$ cat src/rtl/tlsf_pkg.sv
// Shared constants, types and helper functions of the free-block index.
package tlsf_pkg;

  localparam int OFFSET_SLOTS  = 4096;
  localparam int SLOT_W        = 12;
  localparam int LINK_W        = 13;
  localparam int FIRST_LEVELS  = 32;
  localparam int FL_W          = 5;
  localparam int SECOND_LEVELS = 16;
  localparam int SL_W          = 4;
  localparam int CLASSES       = FIRST_LEVELS * SECOND_LEVELS;
  localparam int CLASS_W       = FL_W + SL_W;
  localparam int BYTES_W       = 32;
  localparam int MIN_W         = 16;

  localparam logic [LINK_W-1:0]  NO_LINK       = LINK_W'(OFFSET_SLOTS);
  localparam logic [BYTES_W-1:0] MIN_FLOOR     = 32'd16;
  localparam logic [MIN_W-1:0]   MIN_RESET     = 16'd16;

  typedef enum logic [1:0] {
    ACT_INSERT = 2'd0,
    ACT_REMOVE = 2'd1,
    ACT_FIND   = 2'd2,
    ACT_CLEAR  = 2'd3
  } action_t;

  typedef enum logic [1:0] {
    ST_DONE    = 2'd0,
    ST_IGNORED = 2'd1,
    ST_NO_FIT  = 2'd2
  } status_t;

  typedef enum logic [3:0] {
    S_BOOT_CLR,
    S_IDLE,
    S_MAP,
    S_DECIDE,
    S_SEARCH,
    S_FHEAD,
    S_FCHK,
    S_INS_A,
    S_INS_B,
    S_UNLINK,
    S_CLEAR,
    S_FINISH
  } state_t;

  typedef struct packed {
    logic    load;
    logic    map_en;
    logic    dec_en;
    logic    head_sel;
    logic    ins_a;
    logic    ins_b;
    logic    unlink;
    logic    clr_start;
    logic    clr_step;
    logic    fin;
    status_t code;
  } cmd_t;

  typedef struct packed {
    action_t act;
    logic    small_size;
    logic    ovf;
    logic    listed;
    logic    ins_hit;
    logic    srch_hit;
    logic    clr_last;
    logic    out_free;
  } sts_t;

  // Index of the highest set bit; zero for a zero word.
  function automatic logic [FL_W-1:0] top_bit(input logic [BYTES_W-1:0] v);
    logic [FL_W-1:0] r;
    r = '0;
    for (int i = 0; i < BYTES_W; i++) begin
      if (v[i]) r = FL_W'(i);
    end
    return r;
  endfunction

  function automatic logic [FL_W-1:0] low_bit32(input logic [FIRST_LEVELS-1:0] v);
    logic [FL_W-1:0] r;
    r = '0;
    for (int i = FIRST_LEVELS - 1; i >= 0; i--) begin
      if (v[i]) r = FL_W'(i);
    end
    return r;
  endfunction

  function automatic logic [SL_W-1:0] low_bit16(input logic [SECOND_LEVELS-1:0] v);
    logic [SL_W-1:0] r;
    r = '0;
    for (int i = SECOND_LEVELS - 1; i >= 0; i--) begin
      if (v[i]) r = SL_W'(i);
    end
    return r;
  endfunction

endpackage

$ cat src/rtl/tlsf_ctrl.sv
// Controller state machine that sequences each request through the datapath.
module tlsf_ctrl (
  input  logic          clk,
  input  logic          rst_n,
  input  logic          in_tvalid,
  output logic          in_tready,
  input  tlsf_pkg::sts_t sts,
  output tlsf_pkg::cmd_t cmd
);
  import tlsf_pkg::*;

  state_t  state_r, state_nxt;
  status_t code_r, code_nxt;

  always_ff @(posedge clk) begin
    if (!rst_n) begin
      state_r <= S_BOOT_CLR;
      code_r  <= ST_DONE;
    end else begin
      state_r <= state_nxt;
      code_r  <= code_nxt;
    end
  end

  always_comb begin
    state_nxt = state_r;
    code_nxt  = code_r;
    cmd       = '0;
    cmd.code  = code_r;
    in_tready = 1'b0;
    unique case (state_r)
      S_BOOT_CLR: begin
        cmd.clr_step = 1'b1;
        if (sts.clr_last) state_nxt = S_IDLE;
      end
      S_IDLE: begin
        in_tready = 1'b1;
        if (in_tvalid) begin
          cmd.load  = 1'b1;
          state_nxt = S_MAP;
        end
      end
      S_MAP: begin
        cmd.map_en = 1'b1;
        state_nxt  = S_DECIDE;
      end
      S_DECIDE: begin
        cmd.dec_en = 1'b1;
        unique case (sts.act)
          ACT_INSERT: begin
            if (sts.listed || sts.small_size) begin
              code_nxt  = ST_IGNORED;
              state_nxt = S_FINISH;
            end else begin
              state_nxt = S_INS_A;
            end
          end
          ACT_REMOVE: begin
            if (!sts.listed) begin
              code_nxt  = ST_IGNORED;
              state_nxt = S_FINISH;
            end else begin
              state_nxt = S_UNLINK;
            end
          end
          ACT_FIND: begin
            if (sts.small_size) begin
              code_nxt  = ST_IGNORED;
              state_nxt = S_FINISH;
            end else if (sts.ovf) begin
              code_nxt  = ST_NO_FIT;
              state_nxt = S_FINISH;
            end else begin
              state_nxt = S_SEARCH;
            end
          end
          default: begin
            cmd.clr_start = 1'b1;
            state_nxt     = S_CLEAR;
          end
        endcase
      end
      S_SEARCH: begin
        if (sts.srch_hit) begin
          state_nxt = S_FHEAD;
        end else begin
          code_nxt  = ST_NO_FIT;
          state_nxt = S_FINISH;
        end
      end
      S_FHEAD: begin
        cmd.head_sel = 1'b1;
        state_nxt    = S_FCHK;
      end
      S_FCHK: begin
        if (sts.listed) begin
          state_nxt = S_UNLINK;
        end else begin
          code_nxt  = ST_NO_FIT;
          state_nxt = S_FINISH;
        end
      end
      S_INS_A: begin
        cmd.ins_a = 1'b1;
        code_nxt  = ST_DONE;
        state_nxt = sts.ins_hit ? S_INS_B : S_FINISH;
      end
      S_INS_B: begin
        cmd.ins_b = 1'b1;
        state_nxt = S_FINISH;
      end
      S_UNLINK: begin
        cmd.unlink = 1'b1;
        code_nxt   = ST_DONE;
        state_nxt  = S_FINISH;
      end
      S_CLEAR: begin
        cmd.clr_step = 1'b1;
        code_nxt     = ST_DONE;
        if (sts.clr_last) state_nxt = S_FINISH;
      end
      S_FINISH: begin
        if (sts.out_free) begin
          cmd.fin   = 1'b1;
          state_nxt = S_IDLE;
        end
      end
      default: state_nxt = S_IDLE;
    endcase
  end

endmodule

$ cat config.mk
export PLATFORM = sky130hd
export DESIGN_NAME = tlsf_ctrl
export DESIGN_NICKNAME = d
export VERILOG_FILES = /design/src/rtl/tlsf_pkg.sv /design/src/rtl/tlsf_ctrl.sv
export SDC_FILE = /design/constraint.sdc
export NUM_CORES = 1
export LEC_CHECK = 0
export ABC_AREA = 1
export BUFFER_PORTS_ARGS = -buffer_cell sky130_fd_sc_hd__buf_2
export CORE_UTILIZATION = 43
export DETAILED_ROUTE_END_ITERATION = 12
export MAX_ROUTING_LAYER = met4
export PLACE_DENSITY = 0.81
export SYNTH_ARGS = -nofsm -noshare
export SYNTH_HDL_FRONTEND = slang
export SYNTH_SLANG_ARGS = --single-unit
$ cat constraint.sdc
create_clock -name clk -period 1.2 [get_ports clk]
set_input_delay 0.3 -clock clk [delete_from_list [all_inputs] [get_ports clk]]
set_output_delay 0.3 -clock clk [all_outputs]
set_load 0.03 [all_outputs]
==> results of run 1 <==
## layer usage
| layer | overflow | global-route usage |
|---|---|---|
| met1 | 1 | 0.596 |
| met5 | - | - |
| met3 | 0 | 0.479 |
| met4 | 4 | 0.677 |
| met2 | 2 | 0.828 |
## Yosys cell counts, drive strengths merged
cell    number  area share
nand2       40        0.24
inv         29        0.16
nor2        24        0.19
nand3       13        0.12
dfxtp        6        0.18
o21ai        5       0.038
a21oi        2       0.015
nand4        2       0.019
nor3         2       0.015
nand3b       1       0.011
o21a         1       0.011
## timing repair
action | in CTS
gates resized for setup | 45
buffers inserted | 10
endpoints found under the setup margin | 17
pin swaps | 14
## logic make-up after synthesis
logic type	count (synthesis)	share of synthesized area
AOI/OAI and AO/OA	8	0.0638
buffers and inverters	29	0.163
DFF	6	0.180
and+or+nand+nor	82	0.593
## per-stage QoR
step	std cells	TNS, ns
4_1_cts	186	-3.29
3_5_place_dp	172	-1.54
3_3_place_gp	172	-1.20
2_1_floorplan	125	-0.111
==> summary.md, run 1 <==
| Metric | Value |
|---|---|
| Mapped Nets | ~140 |
| CTS max path bufs | 2 |
| Yosys cell types | 16 |
| Status | aborted with a tool error |
| Gpl congestion | between 0.8 and 0.9 |
| H-tree level count | 1 |
| Die width | ~41 um |
| Stop err | [ERROR GRT-0232] Routing congestion too high. Check the congestion heatmap in the GUI. |
| Halt Stage | 5_1_grt |
| Synthesized area | 667 um2 |
| CTS Buf Count | 3 |
| Initial Util | 0.488 |
| Clock Sinks | 6 |
| Dpl hpwl | about 1.5 mm |
| Worst endpoint after global-route timing repair | cmd[11] |
| Num rows | 13 |
| YS warnings | 0 |
| Die height | 41.4 um |
| Cts hold-fix bufs | 0 |
| Register area share after synthesis | 0.180 |
| Worst endpoint type | primary output |
| Flops & latches, synth | 6 |
| Root buf cell | clkbuf_4 |
| Boundary Pins | 25 |
| Total global-route track usage | 0.650 |
| DP Area | 923 um2 |
| Overflow after GRT | 7 |
| Input/output buffers | 24 |
| Gate Count Post-Synth | around 130 |
| Mean Syn Cell Area | 5.34 um2 |
| Largest net degree at the start of global routing | 7 |
| Post-place setup slack | -0.152 ns |
==> inputs of run 2 (changes only) <==
--- a/config.mk
+++ b/config.mk
@@ -7,10 +7,10 @@
 export LEC_CHECK = 0
 export ABC_AREA = 1
 export BUFFER_PORTS_ARGS = -buffer_cell sky130_fd_sc_hd__buf_2
-export CORE_UTILIZATION = 43
+export CORE_AREA = 2 2 63 65
 export DETAILED_ROUTE_END_ITERATION = 12
-export MAX_ROUTING_LAYER = met4
-export PLACE_DENSITY = 0.81
+export DIE_AREA = 0 0 65 67
+export PLACE_DENSITY_LB_ADDON = 0.15
 export SYNTH_ARGS = -nofsm -noshare
 export SYNTH_HDL_FRONTEND = slang
 export SYNTH_SLANG_ARGS = --single-unit
==> constraint.sdc (replaced) <==
create_clock -name clk -period 1.6 [get_ports clk]
set_input_delay 0.4 -clock clk [delete_from_list [all_inputs] [get_ports clk]]
set_output_delay 0.4 -clock clk [all_outputs]
set_load 0.03 [all_outputs]
==> summary.md, run 2 <==
| Metric | Value |
|---|---|
| Crit path DAT | about 1.2 ns |
| Slew at the pin closest to its max-slew limit | slightly above 0.2 ns |
| Synth-to-layout area growth | 44.8% |
| Post-place setup slack | 0.102 ns |
| YS warnings | 0 |
| Total Power | 1.25 mW |
| Final period util | 0.967 |
| Cts hold-fix bufs | 0 |
| Most frequent cells in the layout | 33 x nand2_1, 21 x inv_1, 16 x buf_2 |
| Die area | ~4400 um2 |
| Kind of critical path | reg2out |
| Vias in the first global route | around 680 |
| Drt pass-1 iters | 4 |
| # diodes | 0 |
| Root buf cell | clkbuf_8 |
| Via Count | around 800 |
| Post-synth ARST share | 0 |
| Max_cap viols | 0 |
| Detail Route Antenna Nets | 0 |
| Mapped Nets | 137 |
| Final hold slack | between 0.4 and 0.5 ns |
| Max reg flops | 4 |
| Fillers | between 400 and 500 |
| Largest net degree at the start of global routing | 7 |
| WL final | 1.87 mm |
| CP Data Required Time | 1.20 ns |
| CP startpoint kind | flip-flop |
| Flops & latches, synth | 6 |
| Overflow after GRT | 0 |
| Clock Sinks | 6 |
| Crit Path Max Fanout | 6 |
| Status | complete, no violations |
| H-tree level count | 1 |
| Input/output buffers | 24 |
| CP peak stage delay | between 0.3 and 0.4 ns |
| Wire length on met2 | roughly 850 um |
| Most flops, register | state_r |
| Critical-path top delay cell | dfxtp_4 |
| Top_reg_cell synth | dfxtp_1 |
| Final min period | ~1.5 ns |
| Die height | between 60 and 70 um |
| Final setup margin | about 0.053 ns |
| EDFF count, synth | 0 |
| Total global-route track usage | 0.0918 |
| DP Area | approximately 860 um2 |
| Boundary Pins | 25 |
| Final core utilization | 0.268 |
| Clock Latency Late Sink | roughly 0.22 ns |
| Regs by FF count | state_r x4, code_r x2 |
| NumNets Final | 168 |
| Crit path buf inv count | 3 |
| CTS max path bufs | 2 |
| Cell family contributing the most delay on the critical path | flip-flops |
| Max VDD drop | 0.302 mV |
| Register area share after synthesis | 0.180 |
| Hold Vio Cnt, Final | 0 |
| Per-cell routed wire length | roughly 9.3 um |
| First-pass GRT wire length | 3.02 mm |
| Clock Pin Slew Worst Setup and Hold Paths | 0.04 ns |
| Max-slew headroom | 0.863 |
| Routed wl met3 | ~110 um |
| FMAX | between 600 and 700 MHz |
| DRC Markers | 0 |
| LEAKAGE | about 0.56 nW |
| Cell with the most instances after synthesis | nand2_1 |
| Num rows | 22 |
| Critical path cell sequence | inv_2, nor2_4, inv_2, nor3_2, buf_4 |
| Top cells by area, synth | nand2_1 20%, dfxtp_1 18%, inv_1 14% |
| Yosys cell types | 16 |
| Share of the synthesized area in the top cell type | 0.203 |
| Post-synth top cells | 36 x nand2_1, 24 x inv_1, 16 x nor2_1 |
| Gpl congestion | approximately 0.83 |
| CORE AREA | approximately 3600 um2 |
| # setup viols final | 0 |
| Synthesized area | 667 um2 |
| Most frequent CP cell | inv_2 |
| Dpl hpwl | roughly 1.6 mm |
| DRT iter0 DRCs | 25 |
| Final instance area | roughly 970 um2 |
| Initial Util | 0.185 |
| Most common cell after layout, fill and taps aside | nand2_1 |
| Share of layout cells above drive strength 1 | 0.409 |
| Final Slew Violations | 0 |
| Vias per cell | between 3 and 4 |
| Pwr Density | 1300 nW/um2 |
| DRT met1 WL | about 900 um |
| CTS tree | yes |
| Worst Hold Class | in2reg |
| Mean Syn Cell Area | approximately 5.3 um2 |
| Die width | around 65 um |
| Yosys top cell by area | nand2_1 |
| Worst Skew | about 0.001 ns |
| Gate Count Post-Synth | about 130 |
| CTS Buf Count | 3 |
| Worst setup EP type | output port |
| Highest Signal Layer | met4 |
| Initial antenna violation count | 0 |
## run 2: cell counts after synthesis
No cell type changed its count.
## run 2: path summary, 6_finish.rpt
check	cells past startpoint	from	to	slack, ns
worst max-delay path	5	state_r[3]	cmd[2]	0.05
worst min-delay path	3	rst_n	code_r[0]	0.45
worst max register to register	8	state_r[0]	state_r[0]	0.33
worst min register to register	4	code_r[0]	code_r[0]	0.50
## run 2: final cells by class
cell class	count	area, um2	share of cell area
flip-flops and latches	6	130	0.135
inverters	29	109	0.113
clock buffers	3	41.3	0.0427
well taps	48	60.1	0.0622
multi-input cells	90	470	0.487
repair buffers	26	155	0.161
## run 2: power breakdown
part	internal, mW	switching, mW	total [mW]
Combinational	0.264	0.514	0.779
Clock	0.161	0.0618	0.223
Sequential	0.203	0.0494	0.252
Total	0.628	0.626	1.25
## run 2: repair_timing
item | CTS | global route
setup buffers | 0 | 1
resized for setup | 10 | 17
hold endpoints to repair | 0 | 0
endpoints found under the setup margin | 11 | 10
pin swaps | 0 | 3
cloned | 0 | 0
## run 2: stage by stage
step / setup TNS, ns / cells
2_1_floorplan: 0 / 125
3_3_place_gp: 0 / 198
3_5_place_dp: 0 / 198
4_1_cts: -0.0186 / 201
5_1_grt: -0.00102 / 202
6_report: 0 / 202
## run 2: logic make-up after synthesis
| family | count (synthesis) | synth area share |
|---|---|---|
| AO/OA/AOI/OAI | 8 | 0.0638 |
| buffers and inverters | 29 | 0.163 |
| AND/OR/NAND/NOR | 82 | 0.593 |
| flip-flops | 6 | 0.180 |
## run 2: tightest hold or removal path, cell delays in order
cell	delay (ns)
buf_2	0.13
nand2_1	0.06
nor2_1	0.03
## run 2: per-layer routing
| metal | track usage | up-vias |
|---|---|---|
| met2 | 0.140 | 22 |
| met4 | 0.0479 | 0 |
| met1 | 0.121 | 342 |
| met3 | 0.0186 | 4 |
| met5 | 0 | - |
| li1 | - | 436 |
(Power assumes the default switching activity.)
==> inputs of run 3 (changes only) <==
--- a/config.mk
+++ b/config.mk
@@ -7,6 +7,8 @@
 export LEC_CHECK = 0
 export ABC_AREA = 1
 export BUFFER_PORTS_ARGS = -buffer_cell sky130_fd_sc_hd__buf_2
+export CELL_PAD_IN_SITES_DETAIL_PLACEMENT = 1
+export CELL_PAD_IN_SITES_GLOBAL_PLACEMENT = 2
 export CORE_AREA = 2 2 63 65
 export DETAILED_ROUTE_END_ITERATION = 12
 export DIE_AREA = 0 0 65 67
==> summary.md, run 3 (synthesis gave the netlist of run 2 again) <==
| Metric | Value |
|---|---|
| Status | complete, no violations |
| RSZ-0062 raised after global routing | true |
| NumNets Final | between 150 and 200 |
| CTS Buf Count | 3 |
| Clock Sinks | 6 |
| Placed insts | roughly 200 |
| Worst Hold Class | in2reg |
| Slew at the pin closest to its max-slew limit | about 0.20 ns |
| Share of layout cells above drive strength 1 | 0.414 |
| FF-to-FF path depth | 9 |
| Worst Skew | between 0.003 and 0.004 ns |
| Initial antenna violation count | 0 |
| Drt pass-1 iters | 4 |
| Crit Path Max Fanout | 5 |
| Initial Util | 0.185 |
| Hold depth | 3 |
| FMAX | 643 MHz |
| CP Data Required Time | 1.20 ns |
| Crit path from | state_r[2] |
| Clock Pin Slew Worst Setup and Hold Paths | ~0.040 ns |
| Vias per cell | a little over 4 |
| Max_cap viols | 0 |
| Most frequent cells in the layout | 34 x nand2_1, 21 x inv_1, 14 x nor2_1, 14 x buf_2, 10 x nand3_1 |
| WL final | around 2.3 mm |
| Gpl congestion | between 0.7 and 0.8 |
| Kind of critical path | reg2out |
| Max-slew headroom | 0.866 |
| Grt met3 use | 0.0220 |
| DRC Markers | 0 |
| Clock Latency Late Sink | 0.22 ns |
| Final hold slack | about 0.46 ns |
| Via Count | about 830 |
| # diodes | 0 |
| Root buf cell | clkbuf_8 |
| Crit path DAT | between 1 and 1.5 ns |
| Die height | between 60 and 70 um |
| Die width | roughly 65 um |
| Worst reg2reg endpoint | state_r[1] |
| Dpl hpwl | between 1.5 and 2 mm |
| Input/output buffers | 24 |
| CP endpoint | cmd[4] |
| Max reg flops | 4 |
| H-tree level count | 1 |
| CP startpoint kind | flip-flop |
| Most common cell after layout, fill and taps aside | nand2_1 |
| Final Slew Violations | 0 |
| Total global-route track usage | 0.115 |
| Overflow after GRT | 0 |
| Cts hold-fix bufs | 0 |
| Fin cells | slightly above 200 |
| Reg2reg setup slack | just over 0.3 ns |
| CORE AREA | around 3600 um2 |
| Met1 Resource Use GR | 0.146 |
| CTS tree | yes |
| Die area | roughly 4400 um2 |
| Boundary Pins | 25 |
| # setup viols final | 0 |
| First-pass GRT wire length | slightly below 4 mm |
| Hold Vio Cnt, Final | 0 |
| Largest net degree at the start of global routing | 7 |
| Worst setup EP type | output port |
| Met2 GRT Util | 0.210 |
| Pwr Density | between 1000 and 1500 nW/um2 |
| Num rows | 22 |
| GRT busiest layer | met2 |
| LEAKAGE | about 0.59 nW |
| Synth-to-layout area growth | 53.1% |
| Final min period | roughly 1.6 ns |
| DRT iter0 DRCs | 16 |
| Regs by FF count | state_r x4, code_r x2 |
| CTS max path bufs | 2 |
| Final period util | 0.972 |
| Vias in the first global route | around 870 |
| Detail Route Antenna Nets | 0 |
| Most flops, register | state_r |
| Per-cell routed wire length | approximately 11 um |
| Max VDD drop | between 0.5 and 0.6 mV |
| Reg2reg start | state_r[2] |
## run 3: critical path, stage by stage, from the launching register on
cell,delay (ns)
dfxtp_4,0.37
nor2_4,0.14
buf_6,0.12
nand3b_1,0.09
inv_1,0.08
buf_6,0.13
## run 3: timing repair
| item | 4_1_cts | 5_1_grt |
|---|---|---|
| pin swaps | 1 | 4 |
| gates cloned | 0 | 0 |
| gates resized for setup | 16 | 22 |
| setup endpoints to repair | 11 | 11 |
| setup buffers | 0 | 3 |
## run 3: worst min path at each step
stage | end | from | slack (ns)
detailed placement | code_r[0] | code_r[0] | 0.51
floorplan | state_r[1] | state_r[1] | 0.49
finish | state_r[2] | rst_n | 0.46
global placement | code_r[0] | code_r[0] | 0.50
global route | state_r[2] | rst_n | 0.47
CTS | state_r[2] | rst_n | 0.46
## run 3: final cells by class
type                    count  area [um2]
well taps                  48        60.1
fillers                   497        2580
flip-flops and latches      6         133
repair buffers             29         205
inverters                  29         109
multi-input cells          90         473
clock buffers               3        41.3
## run 3: where the power goes
| part | total, mW | internal [mW] | switching (mW) | leakage, nW |
|---|---|---|---|---|
| Sequential | 0.261 | 0.201 | 0.0594 | 0.0515 |
| Clock | 0.227 | 0.162 | 0.0654 | 0.0216 |
| Combinational | 0.854 | 0.315 | 0.539 | 0.513 |
## run 3: layer usage
metal  vias up  wire, um
li1        442         -
met1       374      1040
met2        15      1150
met3         0        63
met4         0         0
met5         -         0
## run 3: stage by stage
step | setup slack [ns] | util | TNS, ns | cell area, um2 | power, mW
finish | 0.0455 | 0.283 | 0 | 1020 | 1.34
detailed placement | 0.0640 | 0.242 | 0 | 872 | 0.990
floorplan | 0.127 | - | 0 | 677 | 0.772
global placement | 0.0408 | 0.242 | 0 | 872 | 0.988
CTS | 0.00269 | 0.263 | 0 | 948 | 1.28
global route | -0.0326 | 0.283 | -0.0615 | 1020 | 1.46
